===== src/qte_pkg.sv =====
`default_nettype none
// ----------------------------------------------------------------------------
// qte_pkg
// Shared widths, constants and the CORDIC angle table of the quaternion to
// Euler angle converter.
// ----------------------------------------------------------------------------
package qte_pkg;

	localparam int QW      = 32;  // quaternion component, Q30
	localparam int PITCH_W = 25;
	localparam int ROLL_W  = 24;
	localparam int YAW_W   = 25;
	localparam int PROD_W  = 64;  // Q60 squares and products
	localparam int OP_W    = 32;  // atan2 operands, Q30
	localparam int CW      = 36;  // CORDIC x and y, room for gain and sign
	localparam int ANG_W   = 34;  // degrees Q24
	localparam int RAD_W   = 61;  // radicand, at most 2^60
	localparam int ROOT_W  = (RAD_W + 1) / 2;

	localparam int CORDIC_STAGES_DEF = 24;

	localparam logic signed [PROD_W-1:0] ONE_Q60       = 64'sh1000_0000_0000_0000;
	localparam logic signed [ANG_W-1:0]  HALF_TURN_Q24 = 34'sd3019898880;
	localparam logic signed [ANG_W:0]    LIM180_Q16    = 35'sd11796480;
	localparam logic signed [ANG_W:0]    LIM90_Q16     = 35'sd5898240;
	localparam logic [PROD_W-1:0]        RAD_TO_DEG_Q24 = 64'd961263669;

	// atan(2^-i) in degrees Q24
	function automatic logic signed [ANG_W-1:0] atan_step(input int i);
		logic signed [ANG_W-1:0] r;
		case (i)
			0:  r = 34'sd754974720;
			1:  r = 34'sd445687602;
			2:  r = 34'sd235489088;
			3:  r = 34'sd119537938;
			4:  r = 34'sd60000934;
			5:  r = 34'sd30029716;
			6:  r = 34'sd15018523;
			7:  r = 34'sd7509720;
			8:  r = 34'sd3754917;
			9:  r = 34'sd1877466;
			10: r = 34'sd938734;
			11: r = 34'sd469367;
			12: r = 34'sd234684;
			13: r = 34'sd117342;
			14: r = 34'sd58671;
			15: r = 34'sd29335;
			default: r = ANG_W'(RAD_TO_DEG_Q24 >> i);
		endcase
		return r;
	endfunction

endpackage
`default_nettype wire


===== src/qte_isqrt.sv =====
`default_nettype none
// ----------------------------------------------------------------------------
// qte_isqrt
// Pipelined digit-by-digit integer square root, one result bit per stage,
// with a sideband that travels alongside.
// ----------------------------------------------------------------------------
module qte_isqrt import qte_pkg::*; #(
	parameter int IN_W  = RAD_W,
	parameter int TAG_W = 1
) (
	input  wire logic                         clk,
	input  wire logic                         arst_n,
	input  wire logic                         en,
	input  wire logic                         in_valid,
	input  wire logic [IN_W-1:0]              rad,
	input  wire logic [TAG_W-1:0]             tag_in,
	output      logic                         out_valid,
	output      logic [(IN_W+1)/2-1:0]        root,
	output      logic [TAG_W-1:0]             tag_out
);

	localparam int R_W = (IN_W + 1) / 2;
	localparam int V_W = IN_W + 2;

	logic [V_W-1:0]   rem_q  [R_W];
	logic [R_W-1:0]   root_q [R_W];
	logic [TAG_W-1:0] tag_q  [R_W];
	logic             vld_q  [R_W];

	for (genvar j = 0; j < R_W; j++) begin : g_step
		localparam int B = R_W - 1 - j;
		logic [V_W-1:0]   rem_i;
		logic [V_W-1:0]   trial;
		logic [R_W-1:0]   root_i;
		logic [TAG_W-1:0] tag_i;
		logic             vld_i;

		if (j == 0) begin : g_first
			assign rem_i  = V_W'(rad);
			assign root_i = '0;
			assign tag_i  = tag_in;
			assign vld_i  = in_valid;
		end else begin : g_next
			assign rem_i  = rem_q[j-1];
			assign root_i = root_q[j-1];
			assign tag_i  = tag_q[j-1];
			assign vld_i  = vld_q[j-1];
		end

		// (2r + 2^b) * 2^b with r holding only the bits above b
		assign trial = (V_W'(root_i) << (B + 1)) + (V_W'(1) << (2 * B));

		always_ff @(posedge clk or negedge arst_n) begin
			if (!arst_n) begin
				vld_q[j] <= 1'b0;
			end else if (en) begin
				vld_q[j] <= vld_i;
			end
		end

		always_ff @(posedge clk) begin
			if (en) begin
				if (rem_i >= trial) begin
					rem_q[j]  <= rem_i - trial;
					root_q[j] <= root_i | (R_W'(1) << B);
				end else begin
					rem_q[j]  <= rem_i;
					root_q[j] <= root_i;
				end
				tag_q[j] <= tag_i;
			end
		end
	end

	assign out_valid = vld_q[R_W-1];
	assign root      = root_q[R_W-1];
	assign tag_out   = tag_q[R_W-1];

endmodule
`default_nettype wire


===== config.mk =====
export PLATFORM = sky130hd
export DESIGN_NAME = qte_isqrt
export DESIGN_NICKNAME = d
export VERILOG_FILES = /design/src/qte_pkg.sv /design/src/qte_isqrt.sv
export SDC_FILE = /design/constraint.sdc
export NUM_CORES = 2
export LEC_CHECK = 0
export BUFFER_PORTS_ARGS = -buffer_cell sky130_fd_sc_hd__buf_4
export CAP_MARGIN = 20
export CORE_ASPECT_RATIO = 0.9
export CORE_MARGIN = 10
export CORE_UTILIZATION = 40
export DETAILED_ROUTE_END_ITERATION = 12
export GPL_ROUTABILITY_DRIVEN = 0
export PLACE_DENSITY = 0.53
export REMOVE_ABC_BUFFERS = 1
export SLEW_MARGIN = 20
export SYNTH_ARGS = -nofsm -noshare
export SYNTH_HDL_FRONTEND = slang
export SYNTH_SLANG_ARGS = --single-unit

===== constraint.sdc =====
create_clock -name clk -period 3.4 [get_ports clk]
set_input_delay 0.68 -clock clk [delete_from_list [all_inputs] [get_ports clk]]
set_output_delay 0.68 -clock clk [all_outputs]
set_load 0.01 [all_outputs]

# Yosys cells after proc, flatten, opt, wreduce, memory -nomap -nowiden
# Memories as Yosys holds them, arrays and structs flattened.
# Index checks and enable logic that the tools add are counted.
word_totals:
  reg_bits: 31
  latchBits: 0
  ram_bits: 2945
  mem_bits_ro: 0
  in_bits: 66
  out_inout_bits: 33
  elab_cells: 438
  mem_count: 3
mem_list:
  columns: ["memory", "depth", "word_bits", "read_ports", "rd_ports_with_merged_regs", "wr", "line", "source"]
  rows:
  - ["rem_q", 31, 63, 30, 0, 31, "qte_isqrt.sv:25", "logic [V_W-1:0] rem_q [R_W];"]
  - ["root_q", 31, 31, 31, 0, 31, "qte_isqrt.sv:26", "logic [R_W-1:0] root_q [R_W];"]
  - ["tag_q", 31, 1, 31, 0, 31, "qte_isqrt.sv:27", "logic [TAG_W-1:0] tag_q [R_W];"]
classes:
  add_sub_neg: 61
  n_mul: 0
  div: 0
  order_cmp: 31
  n_eq_ne: 0
  n_shift: 0
  n_mux: 250
  n_bitwise: 62
  n_reduce_logical: 0
ops:
  columns: ["cell", "count"]
  rows:
  - ["$mux W63", 31]
  - ["$mux W31", 31]
  - ["$mux W1", 188]
  - ["$ge A63 B33 Y1", 1]
  - ["$ge A63 B34 Y1", 1]
  - ["$ge A63 B35 Y1", 1]
  - ["$ge A63 B36 Y1", 1]
  - ["$ge A63 B37 Y1", 1]
  - ["$ge A63 B38 Y1", 1]
  - ["$ge A63 B39 Y1", 1]
  - ["$ge A63 B40 Y1", 1]
  - ["$ge A63 B41 Y1", 1]
  - ["$ge A63 B42 Y1", 1]
  - ["$ge A63 B43 Y1", 1]
  - ["$ge A63 B44 Y1", 1]
  - ["$ge A63 B45 Y1", 1]
  - ["$ge A63 B46 Y1", 1]
  - ["$ge A63 B47 Y1", 1]
  - ["$ge A63 B48 Y1", 1]
  - ["$ge A63 B49 Y1", 1]
  - ["$ge A63 B50 Y1", 1]
  - ["$ge A63 B51 Y1", 1]
  - ["$ge A63 B52 Y1", 1]
  - ["$ge A63 B53 Y1", 1]
  - ["other kinds (72)", 133]

# Logic depth before layout (Yosys ltp)
# An unclocked memory read counts as a cell.
logic_depth:
  word_depth: 7
  depth_mapped: 14
  ltp_nobuf: 12

# Least setup slack after synthesis
# Ideal clock, no wire load.
synth_timing:
  path_kind: "input -> register"
  from: "input en"
  to: "memory rem_q[1][819] (netlist bit) (enable)"
  setup_time_ns: 0.485
  arrival_time_ns: 4.268
  required_time_ns: 2.915
  setup_slack_ns: -1.353
  path_stages: 5
  path_buffers: 5
  path_cell_list: "clkbuf_1 > clkbuf_1 > clkbuf_1 > clkbuf_1 > clkbuf_1"
synth_rtl:
  columns: ["element", "line", "source"]
  rows:
  - ["start: declaration", "qte_isqrt.sv:13", "input wire logic en,"]
  - ["end: declaration", "qte_isqrt.sv:25", null]

==> results by group <==
GRT
  • Initial antenna violation count: 21
  • Gr usage total: 20.13%
  • GR Overflow Total: 0
  • First-pass GRT wire length: 494.1 mm
  • Largest net degree at the start of global routing: 208
  • Vias in the first global route: 79210

Final layout
  • Commonest non-fill, non-tap cell in the layout: edfxtp_1
  • Nets@finish: 11660
  • Final std cells w/o fill: 15170
  • Layout cell share with drive strength beyond 1: 24.20%
  • Commonest non-fill, non-tap cells in the layout: edfxtp_1, buf_4, nand2_1
  • Area Overhead vs Synth: 25.95%
  • Number of fillers in the final layout: ~25000
  • Final core utilization: 50.74%

Logic synthesis
  • Largest family of logic cells by synthesized area: simple AND/OR/NAND/NOR gates
  • YS warnings: 0
  • Post-synth EDFFs: 2416
  • Synth Cell Area: 0.1177 sq mm
  • Syn_area_per_cell: 12.52 sq um
  • Sequential cell area fraction in the yosys report: 62.30%
  • Synth area leaders: edfxtp_1, ha_1, xnor2_1
  • Ys flop type: edfxtp_1
  • Compound-Gate Fraction of Synth Area: ~9%
  • Flops & latches, synth: 2447
  • Post-synthesis mux area share: 1.318%
  • Adder-cell share of the synthesized area: about 5.6%
  • Top cell type's share of synthesized area: 61.64%
  • Synth Area in XOR/XNOR: 6.310%
  • Count of different cell masters after synthesis: 95
  • Simple-gate share of the synthesized area: 12.85%
  • Mapped Cells: 9397
  • Synth area leader: edfxtp_1
  • FFs w/ async S/R, synth: 1.267%

STA
  • Worst slew margin: 34.56%
  • RSZ-0062 raised after global routing: true
  • Final Hold Vio Count: 0
  • Final setup vio count: 86
  • TNS Setup: -6.747 ns
  • Clock Skews: ~0.067 ns
  • Max Freq: 271.7 MHz
  • Tmin final: ~3.7 ns
  • Final Max Tran Viols: 0
  • Tcrit/Tclk final: 108.2%
  • Final setup margin: -0.2805 ns
  • Slew @ Worst Pin: 0.9569 ns

Setup path
  • CP Cell Sequence: ha_4, and4_4, buf_4, buf_4, nand3_1, or4_4, nand3_2, o41ai_4, or4_4, buf_4, nor4_4, nand2_1, xnor2_1
  • RR Endpoint: rem_q[1][865]
  • CP Launch Type: flip-flop
  • FF-to-FF path depth: 13
  • CP peak stage delay: 0.62 ns
  • Crit-path max FO: 3
  • Worst path slowest cell: or4_4
  • Kind of end point of the critical path: flip-flop
  • R2R Path Start: rem_q[1][764]
  • Req. time, crit path: 4.03 ns
  • R2R Setup Slk: -0.28 ns
  • WS Path Type: flip-flop to flip-flop
  • WP data arrival: around 4.3 ns
  • Critical path launch point: rem_q[1][764]
  • Top cell by count, worst path: buf_4
  • Critical Path Sink: rem_q[1][865]

Worst hold path
  • Worst hold path type: input pin to flip-flop
  • Hold path depth: 1

Place
  • Buffers on Ports: 98
  • Dpl cells: 14440
  • Worst slack, placed: -0.7568 ns
  • DP Wirelength: 251.4 mm

Power
  • Max VDD drop: around 0.37 mV
  • Leakage power: approximately 57 nW
  • Cell Pwr Density: 636.2 mW/mm^2

Die
  • Core area: a little under 0.3 sq mm
  • # IOs: 99
  • Die H: 534.6 microns
  • Die X: 591.8 microns
  • Row count: ~190
  • Die Area: 0.3164 sq mm
  • Initial Util: about two fifths

Clock network
  • CTS buffer count: 272
  • Worst-Skew Late Latency: 0.92 ns
  • CTS tree: built
  • CTS Buffer Depth: 4
  • Root buf cell: clkbuf_16
  • Worst-path clk slew: 0.06 ns
  • H-tree levels: 5
  • Sink Count: 2447

Route
  • DRC: 0
  • Total number of vias: 82940
  • First DRT Iteration DRCs: approximately 8700
  • WL/cell: roughly 22 microns
  • Final WL: 336.5 mm
  • Number of vias per cell: 5.467
  • First-pass iteration count of the detailed router: 8
  • Antenna Violating Nets Remaining: 0

Status
  • Outcome: finished, violations left
  • Failing checks: negative setup slack

Flow run
  • Max Cap Viol: 0
power breakdown:
group          internal, mW  switching (mW)  leakage, nW  total, mW
Combinational          10.8            13.3         29.0       24.1
Clock                  16.7            12.2         4.22       28.9
Sequential             38.0            3.27         23.6       41.3
Total                  65.6            28.7         56.8       94.3
how the worst min path moves through the flow:
stage | start | end
6_report | en | rem_q[1][622]
5_1_grt | en | rem_q[1][622]
4_1_cts | en | rem_q[1][622]
3_5_place_dp | tag_q[0][5] | tag_q[0][6]
3_3_place_gp | tag_q[1][1] | tag_q[1][2]
2_1_floorplan | arst_n | g_step[10].vld_i
routing by layer:
| metal | wire length [microns] | global-route usage, % | share of wire, % |
|---|---|---|---|
| met2 | 138800 | 28.58 | 41 |
| met4 | 7847 | 4.552 | 2.3 |
| met1 | 162700 | 31.68 | 48 |
| met5 | 59 | 0 | 0.018 |
| met3 | 27180 | 3.669 | 8.1 |
repair_timing:
| item | CTS | global route |
|---|---|---|
| gates cloned | 2 | 10 |
| gates resized for setup | 309 | 639 |
| pin swaps | 100 | 216 |
| buffers inserted | 63 | 143 |
| hold buffers | 64 | 0 |
| hold endpoints to repair | 96 | 0 |
| endpoints found under the setup margin | 421 | 537 |
stage by stage:
stage	area, sq um	power (mW)	hold slack [ns]
3_5_place_dp	132300	62.66	0.4059
5_1_grt	148200	98.55	0.1931
4_1_cts	143700	92.75	0.1855
2_1_floorplan	116900	52.51	0.3844
6_report	148200	94.31	0.2385
3_3_place_gp	132300	62.41	0.4034
final cells by class:
type / instances / area [sq um] / area share [%]
Timing Repair Buffer: 1618 / 13020 / 8.783
Inverter: 637 / 2391 / 1.613
Antenna cell: 3 / 7.507 / 0.005064
Clock inverter: 146 / 1408 / 0.9496
Tap cell: 3895 / 4873 / 3.288
Sequential cell: 2447 / 73330 / 49.47
Multi-Input combinational cell: 6092 / 45980 / 31.01
Clock buffer: 333 / 7236 / 4.881
cell usage after synthesis (12+ instances only):
| master | instances |
|---|---|
| or4_1 | 73 |
| nand4_1 | 157 |
| and3_1 | 47 |
| o211ai_1 | 28 |
| inv_1 | 637 |
| or3_1 | 106 |
| nand2_1 | 709 |
| o2111ai_1 | 12 |
| ha_1 | 523 |
| o41ai_1 | 24 |
| edfxtp_1 | 2416 |
| xor2_1 | 422 |
| a31oi_1 | 42 |
| a2111oi_0 | 17 |
| nor4_1 | 363 |
| nand4b_1 | 33 |
| nor2b_1 | 79 |
| o21ai_0 | 451 |
| o21a_1 | 88 |
| nand2b_1 | 104 |
| dfrtp_1 | 31 |
| a21oi_1 | 490 |
| a21o_1 | 215 |
| nand3b_1 | 25 |
| nor3b_1 | 20 |
| o31ai_1 | 38 |
| and2_1 | 37 |
| mux2_2 | 128 |
| nand3_1 | 166 |
| and4_1 | 14 |
| o21bai_1 | 51 |
| a211oi_1 | 52 |
| nor4b_1 | 60 |
| a211o_1 | 15 |
| nor3_1 | 270 |
| a21boi_0 | 20 |
| clkbuf_1 | 201 |
| xnor2_1 | 426 |
| or2_2 | 33 |
| nor2_1 | 555 |
worst max-delay path, delay by kind of cell (launching register included):
kind | cells | cell delay (ns)
AO/OA/AOI/OAI | 1 | 0.07
XOR/XNOR | 1 | 0.13
adder cells (fa/ha/maj) | 1 | 0.30
AND/OR/NAND/NOR | 7 | 2.12
buffers and inverters | 3 | 0.39
flip-flops | 1 | 0.42
kinds of logic after synthesis:
logic type	after synthesis
AND/OR/NAND/NOR	2907
flip-flops	2447
AO/OA/AOI/OAI	1674
buffers and inverters	859
XOR/XNOR	848
adder cells (fa/ha/maj)	523
multiplexers	139
registers in the layout (all words and copies together), names as in the netlist:
name          cells
out_valid         1
g_step.vld_i     30
tag_q            31
root_q          496
rem_q          1889
Power figures use the tool's default switching activity.
